===== config.mk =====
export PLATFORM = sky130hd
export DESIGN_NAME = imu_sample_sequencer_core
export DESIGN_NICKNAME = d
export VERILOG_FILES = /design/src/rtl/imu_seq_pkg.sv /design/src/rtl/imu_seq_buffers.sv /design/src/rtl/imu_seq_control.sv /design/src/rtl/imu_sample_sequencer_core.sv
export VERILOG_INCLUDE_DIRS = /design/src /design/src/rtl
export SDC_FILE = /design/constraint.sdc
export NUM_CORES = 1
export LEC_CHECK = 0
export CAP_MARGIN = 10
export CORE_MARGIN = 8
export CORE_UTILIZATION = 40
export CTS_CLUSTER_DIAMETER = 100
export DETAILED_ROUTE_END_ITERATION = 7
export DONT_BUFFER_PORTS = 1
export GPL_TIMING_DRIVEN = 0
export SLEW_MARGIN = 20
export SYNTH_ARGS = -nofsm -noshare
export SYNTH_HDL_FRONTEND = slang
export SYNTH_SLANG_ARGS = --single-unit

===== constraint.sdc =====
create_clock -name clock -period 4.7 [get_ports clock]
set_input_delay 0.705 -clock clock [delete_from_list [all_inputs] [get_ports clock]]
set_output_delay 0.705 -clock clock [all_outputs]
set_load 0.01 [all_outputs]

===== src/rtl/assert_macros.svh =====
// Assertion macros shared by the sequencer modules.
// Expects signals named clock and reset in the scope of each use.
`ifndef ASSERT_MACROS_SVH
`define ASSERT_MACROS_SVH

// Check on every clock edge, disabled while reset is high.
`define IMU_ASSERT(label, prop, msg) \
   label: assert property (@(posedge clock) disable iff (reset) (prop)) else $error(msg);

// Check on every clock edge, reset included.
`define IMU_ASSERT_ALWAYS(label, prop, msg) \
   label: assert property (@(posedge clock) (prop)) else $error(msg);

`endif


===== src/rtl/imu_seq_pkg.sv =====
// Shared types and constants for the sensor sample sequencer.
// No dependencies; imported by every sequencer module.
package imu_seq_pkg;

   localparam int FIELD_COUNT = 12;

   // Transaction kinds on the request channel
   localparam logic [1:0] KIND_COMPLETE = 2'd0;
   localparam logic [1:0] KIND_START    = 2'd1;
   localparam logic [1:0] KIND_READ     = 2'd2;

   // Sequence steps (field indexes)
   localparam logic [3:0] STEP_ROLL    = 4'd0;
   localparam logic [3:0] STEP_HEADING = 4'd2;
   localparam logic [3:0] STEP_DROLL   = 4'd3;
   localparam logic [3:0] STEP_ACCX    = 4'd6;
   localparam logic [3:0] STEP_ACCY    = 4'd7;
   localparam logic [3:0] STEP_STATUS  = 4'd9;
   localparam logic [3:0] STEP_ERROR   = 4'd10;
   localparam logic [3:0] STEP_CALIB   = 4'd11;
   localparam logic [3:0] STEP_HALT    = 4'(FIELD_COUNT);

   typedef struct packed {
      logic [1:0]         kind;
      logic               transfer_ok;
      logic signed [15:0] read_data;
      logic [3:0]         field_select;
   } req_payload_type;

   typedef struct packed {
      logic               request_valid;
      logic [3:0]         request_target;
      logic signed [15:0] field_value;
      logic               sampling_fault;
      logic               pass_done;
   } rsp_payload_type;

   // Write command from the sequencer control to the sample buffers
   typedef struct packed {
      logic        write_enable;
      logic        bank;
      logic [3:0]  index;
      logic [15:0] data;
      logic        clear_error;
   } buf_write_type;

endpackage


===== src/rtl/imu_seq_buffers.sv =====
// Double-buffered sample store: two banks of FIELD_COUNT 16-bit fields.
// Depends on imu_seq_pkg for the field count, step codes and write command.
module imu_seq_buffers (
   input  logic                       clock,
   input  logic                       reset,
   input  imu_seq_pkg::buf_write_type wr,
   input  logic                       rd_bank,
   input  logic [3:0]                 rd_select,
   output logic [15:0]                rd_value
);
   import imu_seq_pkg::*;

   logic [15:0] sample_buffers_ff [2][FIELD_COUNT];

   // Clear both banks at reset, then take one field write per cycle
   always_ff @(posedge clock) begin
      if (reset) begin
         for (int b = 0; b < 2; b++) begin
            for (int f = 0; f < FIELD_COUNT; f++) begin
               sample_buffers_ff[b][f] <= '0;
            end
         end
      end else if (wr.write_enable) begin
         sample_buffers_ff[wr.bank][wr.index] <= wr.data;
         if (wr.clear_error) begin
            sample_buffers_ff[wr.bank][STEP_ERROR] <= '0;
         end
      end
   end

   // Read one field; selects past the last field read as zero
   always_comb begin
      rd_value = '0;
      if (rd_select < 4'(FIELD_COUNT)) begin
         rd_value = sample_buffers_ff[rd_bank][rd_select];
      end
   end

endmodule


===== src/rtl/imu_seq_control.sv =====
// Sequencer control: step and bank state, system error code register and
// per-transaction decode. Depends on imu_seq_pkg and assert_macros.svh.
`include "assert_macros.svh"
module imu_seq_control (
   input  logic                         clock,
   input  logic                         reset,
   input  logic                         enable,
   input  imu_seq_pkg::req_payload_type item,
   input  logic                         csr_write_enable,
   input  logic [7:0]                   csr_write_data,
   input  logic [15:0]                  rd_value,
   output logic                         rd_bank,
   output logic [3:0]                   rd_select,
   output imu_seq_pkg::buf_write_type   wr,
   output imu_seq_pkg::rsp_payload_type result
);
   import imu_seq_pkg::*;

   logic [3:0]  step_ff, step_in;
   logic        fill_ff, fill_in;
   logic [7:0]  sys_error_code_ff;
   logic [15:0] fixed_value;
   logic        pass_end;

   // Read the published bank at the requested field
   assign rd_bank   = ~fill_ff;
   assign rd_select = item.field_select;

   // Apply the per-field fix to the returned data
   always_comb begin
      fixed_value = item.read_data;
      case (step_ff) inside
         STEP_ROLL, STEP_DROLL, STEP_ACCX, STEP_ACCY: begin
            fixed_value = 16'(~item.read_data + 16'd1);
         end
         STEP_HEADING: begin
            if (item.read_data > 16'sd180) begin
               fixed_value = 16'(item.read_data - 16'sd360);
            end
         end
         STEP_STATUS, STEP_ERROR, STEP_CALIB: begin
            fixed_value = {8'd0, item.read_data[7:0]};
         end
         default: begin
            fixed_value = item.read_data;
         end
      endcase
   end

   // Decode the transaction: next state, buffer write and result
   always_comb begin
      step_in  = step_ff;
      fill_in  = fill_ff;
      pass_end = 1'b0;
      wr       = '{write_enable: 1'b0, bank: fill_ff, index: step_ff,
                   data: fixed_value, clear_error: 1'b0};
      result   = '0;
      unique case (item.kind)
         KIND_START: begin
            step_in = STEP_ROLL;
            fill_in = 1'b0;
            result.request_valid  = 1'b1;
            result.request_target = STEP_ROLL;
         end
         KIND_READ: begin
            result.field_value = rd_value;
         end
         KIND_COMPLETE: begin
            if (step_ff < STEP_HALT) begin
               if (!item.transfer_ok) begin
                  step_in = STEP_HALT;
               end else begin
                  wr.write_enable = 1'b1;
                  step_in = 4'(step_ff + 4'd1);
                  if (step_ff == STEP_STATUS &&
                      fixed_value[7:0] != sys_error_code_ff) begin
                     wr.clear_error = 1'b1;
                     step_in = STEP_CALIB;
                  end
                  if (step_ff == STEP_CALIB) begin
                     fill_in  = ~fill_ff;
                     step_in  = STEP_ROLL;
                     pass_end = 1'b1;
                  end
                  result.request_valid  = 1'b1;
                  result.request_target = step_in;
               end
            end
         end
         default: begin
            step_in = step_ff;
         end
      endcase
      result.pass_done      = pass_end;
      result.sampling_fault = (step_in == STEP_HALT);
   end

   // Hold state; advance only when the transaction is processed
   always_ff @(posedge clock) begin
      if (reset) begin
         step_ff <= STEP_HALT;
         fill_ff <= 1'b0;
      end else if (enable) begin
         step_ff <= step_in;
         fill_ff <= fill_in;
      end
   end

   // System error code register
   always_ff @(posedge clock) begin
      if (reset) begin
         sys_error_code_ff <= 8'd1;
      end else if (csr_write_enable) begin
         sys_error_code_ff <= csr_write_data;
      end
   end

   `IMU_ASSERT(a_step_range, step_ff <= STEP_HALT, "sequence step out of range")
   `IMU_ASSERT(a_bank_flip,
      (enable && pass_end) |=> (fill_ff != $past(fill_ff)), "bank did not flip")

endmodule


===== src/rtl/imu_sample_sequencer_core.sv =====
// Top level of the sensor sample sequencer: input register, control,
// sample buffers and result register. Depends on imu_seq_pkg and the submodules.
//
//   channel   ports                          direction  payload
//   request   req_valid/req_stall/req_data   in         req_payload_type
//   result    rsp_valid/rsp_stall/rsp_data   out        rsp_payload_type
//   csr       csr_write_enable/_data         in         system error code
//
// One transaction per cycle unless rsp_stall holds the result register.
// The work is one pass through the control decode between the input register
// and the result register.
// Reset is synchronous; it clears both sample banks and halts the sequencer.
// A stalled result holds both stages; the input register still fills when empty.
`include "assert_macros.svh"
module imu_sample_sequencer_core (
   input  logic                         clock,
   input  logic                         reset,
   input  logic                         req_valid,
   output logic                         req_stall,
   input  imu_seq_pkg::req_payload_type req_data,
   output logic                         rsp_valid,
   input  logic                         rsp_stall,
   output imu_seq_pkg::rsp_payload_type rsp_data,
   input  logic                         csr_write_enable,
   input  logic [7:0]                   csr_write_data
);
   import imu_seq_pkg::*;

   logic            in_valid_ff, in_valid_in;
   req_payload_type in_data_ff;
   logic            rsp_valid_ff, rsp_valid_in;
   rsp_payload_type rsp_data_ff;
   rsp_payload_type result;
   buf_write_type   wr;
   logic            rd_bank;
   logic [3:0]      rd_select;
   logic [15:0]     rd_value;
   logic            advance;
   logic            accept;

   // Move the held transaction on unless the result register is blocked
   assign advance   = in_valid_ff && !(rsp_valid_ff && rsp_stall);
   assign req_stall = in_valid_ff && !advance;
   assign accept    = req_valid && !req_stall;

   assign in_valid_in  = accept ? 1'b1 : (advance ? 1'b0 : in_valid_ff);
   assign rsp_valid_in = advance ? 1'b1 : (rsp_stall ? rsp_valid_ff : 1'b0);

   imu_seq_control u_control (
      .clock            (clock),
      .reset            (reset),
      .enable           (advance),
      .item             (in_data_ff),
      .csr_write_enable (csr_write_enable),
      .csr_write_data   (csr_write_data),
      .rd_value         (rd_value),
      .rd_bank          (rd_bank),
      .rd_select        (rd_select),
      .wr               (wr),
      .result           (result)
   );

   buf_write_type wr_gated;
   always_comb begin
      wr_gated = wr;
      wr_gated.write_enable = wr.write_enable && advance;
   end

   imu_seq_buffers u_buffers (
      .clock     (clock),
      .reset     (reset),
      .wr        (wr_gated),
      .rd_bank   (rd_bank),
      .rd_select (rd_select),
      .rd_value  (rd_value)
   );

   // Hold handshake state
   always_ff @(posedge clock) begin
      if (reset) begin
         in_valid_ff  <= 1'b0;
         rsp_valid_ff <= 1'b0;
      end else begin
         in_valid_ff  <= in_valid_in;
         rsp_valid_ff <= rsp_valid_in;
      end
   end

   // Capture payloads
   always_ff @(posedge clock) begin
      if (accept) begin
         in_data_ff <= req_data;
      end
      if (advance) begin
         rsp_data_ff <= result;
      end
   end

   assign rsp_valid = rsp_valid_ff;
   assign rsp_data  = rsp_data_ff;

   `IMU_ASSERT(a_pass_restart,
      (rsp_valid_ff && rsp_data_ff.pass_done) |->
         (rsp_data_ff.request_valid && rsp_data_ff.request_target == STEP_ROLL),
      "pass end without roll request")
   `IMU_ASSERT(a_fault_quiet,
      (rsp_valid_ff && rsp_data_ff.sampling_fault) |-> !rsp_data_ff.request_valid,
      "request issued while halted")
   `IMU_ASSERT_ALWAYS(a_reset_empty,
      reset |=> (!rsp_valid_ff && !in_valid_ff), "pipeline not empty after reset")

endmodule

==> impl_metrics.csv <==
group,metric,value,unit
cells_and_area,multiInputGateArea,5880,um^2
clocking,clock-root-buffer,"sky130_fd_sc_hd__clkbuf_16",
clocking,cts_resized,0,
floorplan,die_y_extent,236,um
cells_and_area,design.final.nets,1365,
route,dr_total_vias,11356,
critical_path,critPathSlowestCell,"sky130_fd_sc_hd__a21oi_1",
route,drt_pre_antenna_iters,5,
cells_and_area,final.fill_count,4224,
floorplan,die_area,55900,um^2
critical_path,worstPathRequired,4.94,ns
synthesis,synthDistinctLibCells,77,
cells_and_area,area_growth_syn_to_layout,12.0,%
clocking,clock_insertion_delay_at_the_later_pin_of_the_skew_report,0.59,ns
placed_design,place.detailed.hpwl,34600,um
sta,maxSlewViolCount,0,
floorplan,number_of_ports_placed_on_the_die_boundary,61,
synthesis,synth_ff_type,"sky130_fd_sc_hd__edfxtp_1",
critical_path,crit-reg2reg-capture,"u_buffers.sample_buffers_ff[1][79]$_DFFE_PP_",
synthesis,synthesis.area_per_instance,15.6,um^2
critical_path,critPathLaunchType,"flip-flop",
critical_path,regToRegSetupSlack,0.36,ns
sta,rsz0062_at_grt,"no",
critical_path,critPathMaxFanout,10,
status,status,"finished, final reports clean",
grt,grt_remaining_overflow,0,
route,vias_per_cell,5.77,
critical_path,cp_common_cell,"sky130_fd_sc_hd__a21oi_1",
route,routedWlPerCell,25.2,um
sta,timing.final.crit_period,4.34,ns
floorplan,rows,80,
synthesis,synth_sequential_area_ratio,0.680,
clocking,numCtsBuffers,46,
route,drt.antenna.violating_nets,0,
critical_path,crit_path_max_incr_delay,0.67,ns
floorplan,core_region_area,47800,um^2
floorplan,start_util,0.406,
synthesis,synth.ff_latch_count,445,
min_path,min_path_cells,0,
grt,maximum_number_of_pins_on_one_net_before_global_route_repair,28,
critical_path,timing.critical_path.buf_inv,3,
sta,final_min_period_over_clock_period,0.923,
pwr,power_leakage,7.45,nW
clocking,cts_num_sinks,445,
cells_and_area,layout.area.seq,13200,um^2
clocking,cts_hold_buf,0,
min_path,worstHoldPathType,"in -> reg",
grt,first_global_vias,11440,
min_path,hold-path-endpoint,"in_data_ff[20]$_DFFE_PP_",
cells_and_area,utilization,0.455,
critical_path,endpoint_kind,"flip-flop",
clocking,max-clock-path-buffers,3,
synthesis,syn_inst,1246,
route,drt_drc_violations_left,0,
clocking,clk_transition_reported_paths,0.06,ns
synthesis,post_synthesis_cell_area,19400,um^2
sta,max_slew.worst_pin.slew,1.13,ns
synthesis,synth_enable_flop_cells,430,
placed_design,buffer_ports.inserted,0,
placed_design,routabilityCongestion,0.882,
sta,finClkSkew,0.0192,ns
sta,setup_slack,0.364,ns
critical_path,timing_worst_setup_path_type,"reg -> reg",
clocking,cts_tree,"yes",
pwr,p_per_area,387,nW/um^2
route,drt_iter0_markers,1191,
cells_and_area,drive_above_1_share,0.178,
critical_path,crit_path_cell_trace,"clkbuf_1, inv_1, ha_1, nor4b_2, nand2_1, nor3_1, a21oi_1, nor2_1, a21oi_1, a21oi_1, buf_2, nor2_1",
floorplan,die-width,236,um
sta,finalSetupViolations,0,
pwr,totalPowerFinal,8.42,mW
min_path,hold_path.startpoint,"req_data[20]",
synthesis,yosys_warnings,0,
critical_path,cp.arrival,4.58,ns
placed_design,placement.setup.worst_slack,0.181,ns
synthesis,postSynth.asyncResetShare,0,
critical_path,r2r.worst_path.cells,12,
grt,grtUsageTotal,0.176,
sta,slew_headroom,0.248,
sta,report.final.hold_viol_count,0,
clocking,cts.htree.levels,2,
grt,antenna_found_initial,3,
grt,grt_pass1_wl,74400,um
cells_and_area,diodes,0,
job,max_cap_viol_count,0,
critical_path,cell_family_contributing_the_most_delay_on_the_critical_path,"simple AND/OR/NAND/NOR gates",
pwr,power.ir.vdd_worst,0.280,mV
critical_path,reg2reg_from,"in_data_ff[8]$_DFFE_PP_",
sta,max_clock_freq,231,MHz
clocking,post-cts-setup-buffer-count,0,
route,routed_wl,49500,um
[synthesized netlist by cell type (4+ instances only)]
| cell type | count | area (um^2) |
|---|---|---|
| sky130_fd_sc_hd__mux4_2 | 112 | 2520 |
| sky130_fd_sc_hd__inv_1 | 15 | 56.3 |
| sky130_fd_sc_hd__mux2_2 | 16 | 180 |
| sky130_fd_sc_hd__or3_1 | 5 | 31.3 |
| sky130_fd_sc_hd__edfxtp_1 | 430 | 12900 |
| sky130_fd_sc_hd__nor2_1 | 250 | 938 |
| sky130_fd_sc_hd__ha_1 | 7 | 87.6 |
| sky130_fd_sc_hd__and2_1 | 4 | 25.0 |
| sky130_fd_sc_hd__o21ai_0 | 18 | 90.1 |
| sky130_fd_sc_hd__nand2b_1 | 17 | 106 |
| sky130_fd_sc_hd__a22oi_1 | 19 | 143 |
| sky130_fd_sc_hd__mux2i_1 | 8 | 80.1 |
| sky130_fd_sc_hd__dfxtp_1 | 15 | 300 |
| sky130_fd_sc_hd__buf_1 | 9 | 33.8 |
| sky130_fd_sc_hd__clkbuf_1 | 68 | 255 |
| sky130_fd_sc_hd__nand3_1 | 14 | 70.1 |
| sky130_fd_sc_hd__buf_2 | 14 | 70.1 |
| sky130_fd_sc_hd__nand2_1 | 34 | 128 |
| sky130_fd_sc_hd__o22ai_1 | 5 | 31.3 |
| sky130_fd_sc_hd__nor3_1 | 39 | 195 |
| sky130_fd_sc_hd__a21o_1 | 5 | 37.5 |
| sky130_fd_sc_hd__nor2b_1 | 6 | 37.5 |
| sky130_fd_sc_hd__a211oi_1 | 5 | 37.5 |
| sky130_fd_sc_hd__nand4_1 | 6 | 37.5 |
| sky130_fd_sc_hd__xor2_1 | 4 | 35.0 |
| sky130_fd_sc_hd__a21oi_1 | 24 | 120 |
| sky130_fd_sc_hd__a31oi_1 | 8 | 50.1 |
| sky130_fd_sc_hd__xnor2_1 | 12 | 105 |
| sky130_fd_sc_hd__o21bai_1 | 5 | 37.5 |
[how the worst max path moves through the flow]
stage / startpoint / to / slack (ns) / cells past startpoint
after floorplan: u_control.step_ff[0]$_SDFFE_PP0P_ / u_buffers.sample_buffers_ff[0][16]$_SDFFCE_PN0P_ / 1.11 / 12
after global placement: in_data_ff[4]$_DFFE_PP_ / u_buffers.sample_buffers_ff[0][26]$_SDFFCE_PN0P_ / -0.17 / 11
after detailed placement: in_data_ff[4]$_DFFE_PP_ / u_buffers.sample_buffers_ff[1][106]$_DFFE_PP_ / 0.18 / 10
after CTS: in_data_ff[4]$_DFFE_PP_ / u_buffers.sample_buffers_ff[1][90]$_DFFE_PP_ / 0.13 / 10
after global routing: in_data_ff[7]$_DFFE_PP_ / u_buffers.sample_buffers_ff[1][159]$_DFFE_PP_ / 0.06 / 12
final: in_data_ff[8]$_DFFE_PP_ / u_buffers.sample_buffers_ff[1][79]$_DFFE_PP_ / 0.36 / 12
[layout by cell type, fill, tap and decap left out, types with 5 or more instances in the layout]
| master | count |
|---|---|
| sky130_fd_sc_hd__mux2_2 | 16 |
| sky130_fd_sc_hd__mux4_2 | 112 |
| sky130_fd_sc_hd__nand2_1 | 34 |
| sky130_fd_sc_hd__ha_1 | 7 |
| sky130_fd_sc_hd__inv_1 | 14 |
| sky130_fd_sc_hd__clkbuf_1 | 78 |
| sky130_fd_sc_hd__clkinv_2 | 5 |
| sky130_fd_sc_hd__a22oi_1 | 19 |
| sky130_fd_sc_hd__a21oi_1 | 22 |
| sky130_fd_sc_hd__buf_2 | 14 |
| sky130_fd_sc_hd__nor2_1 | 249 |
| sky130_fd_sc_hd__xnor2_1 | 12 |
| sky130_fd_sc_hd__buf_6 | 7 |
| sky130_fd_sc_hd__nand4_1 | 6 |
| sky130_fd_sc_hd__a211oi_1 | 5 |
| sky130_fd_sc_hd__nor3_1 | 39 |
| sky130_fd_sc_hd__clkbuf_16 | 46 |
| sky130_fd_sc_hd__buf_1 | 8 |
| sky130_fd_sc_hd__clkinv_1 | 10 |
| sky130_fd_sc_hd__mux2i_1 | 8 |
| sky130_fd_sc_hd__a21o_1 | 5 |
| sky130_fd_sc_hd__conb_1 | 24 |
| sky130_fd_sc_hd__nand3_1 | 14 |
| sky130_fd_sc_hd__o22ai_1 | 5 |
| sky130_fd_sc_hd__a31oi_1 | 8 |
| sky130_fd_sc_hd__nor2b_1 | 5 |
| sky130_fd_sc_hd__edfxtp_1 | 430 |
| sky130_fd_sc_hd__o21ai_0 | 18 |
| sky130_fd_sc_hd__nand2b_1 | 16 |
| sky130_fd_sc_hd__or3_1 | 5 |
| sky130_fd_sc_hd__dfxtp_1 | 15 |
[per-stage QoR]
stage                     std cells  setup TNS (ns)  hold slack [ns]  cell area (um^2)
after floorplan                1269               0            0.451             19500
after detailed placement       1890               0            0.489             20400
after global placement         1884           -4.78            0.478             20300
final                          1967               0            0.213             21700
after global routing           1967               0            0.177             21700
after CTS                      1968               0            0.177             21700
[flip-flops by register name, summed over array words and instances (netlist names)]
register,count
rsp_data,23
u_control.fill_ff,1
u_control.step_ff,4
u_control.sys_error_code_ff,8
in_valid_ff,1
u_buffers.sample_buffers_ff,384
rsp_valid,1
in_data_ff,23
[where the power goes]
part / leakage (nW) / switching, mW / internal [mW]
sequential: 4.52 / 0.0541 / 4.50
clock: 0.648 / 1.54 / 1.81
combinational: 2.28 / 0.344 / 0.180
total: 7.45 / 1.94 / 6.49
[final cells by class]
class | instances | area share
Multi-Input combinational cell | 712 | 0.270
Clock inverter | 21 | 0.00690
Timing Repair Buffer | 6 | 0.00385
Inverter | 16 | 0.00276
Buffer | 95 | 0.0185
Clock buffer | 57 | 0.0548
Sequential cell | 445 | 0.608
Tap cell | 615 | 0.0354
[per-layer routing]
layer	vias up	routed length, um	part of all wire	GRT usage
li1	4942	-	-	-
met4	4	1300	0.026	0.0515
met3	92	3550	0.072	0.0382
met5	-	27	0.00055	0
met1	5889	21300	0.43	0.240
met2	429	23300	0.47	0.283
[cell families after synthesis]
| logic type | count (synthesis) | share of synthesized area |
|---|---|---|
| DFF | 445 | 0.680 |
| AOI/OAI and AO/OA | 129 | 0.0484 |
| other | 1 | 0.000193 |
| adders and majority gates | 8 | 0.00502 |
| buffers and inverters | 112 | 0.0239 |
| xor gates and xnor gates | 17 | 0.00837 |
| muxes | 136 | 0.143 |
| and+or+nand+nor | 398 | 0.0907 |
[worst reg2reg max path: cells and delay by family, from the launching register on]
kind,cells,cell delay (ns)
flops,1,0.36
compound gates,3,0.87
simple gates,5,1.69
buf+inv,3,0.85
fa+ha+maj,1,0.20
(Power assumes the default switching activity.)
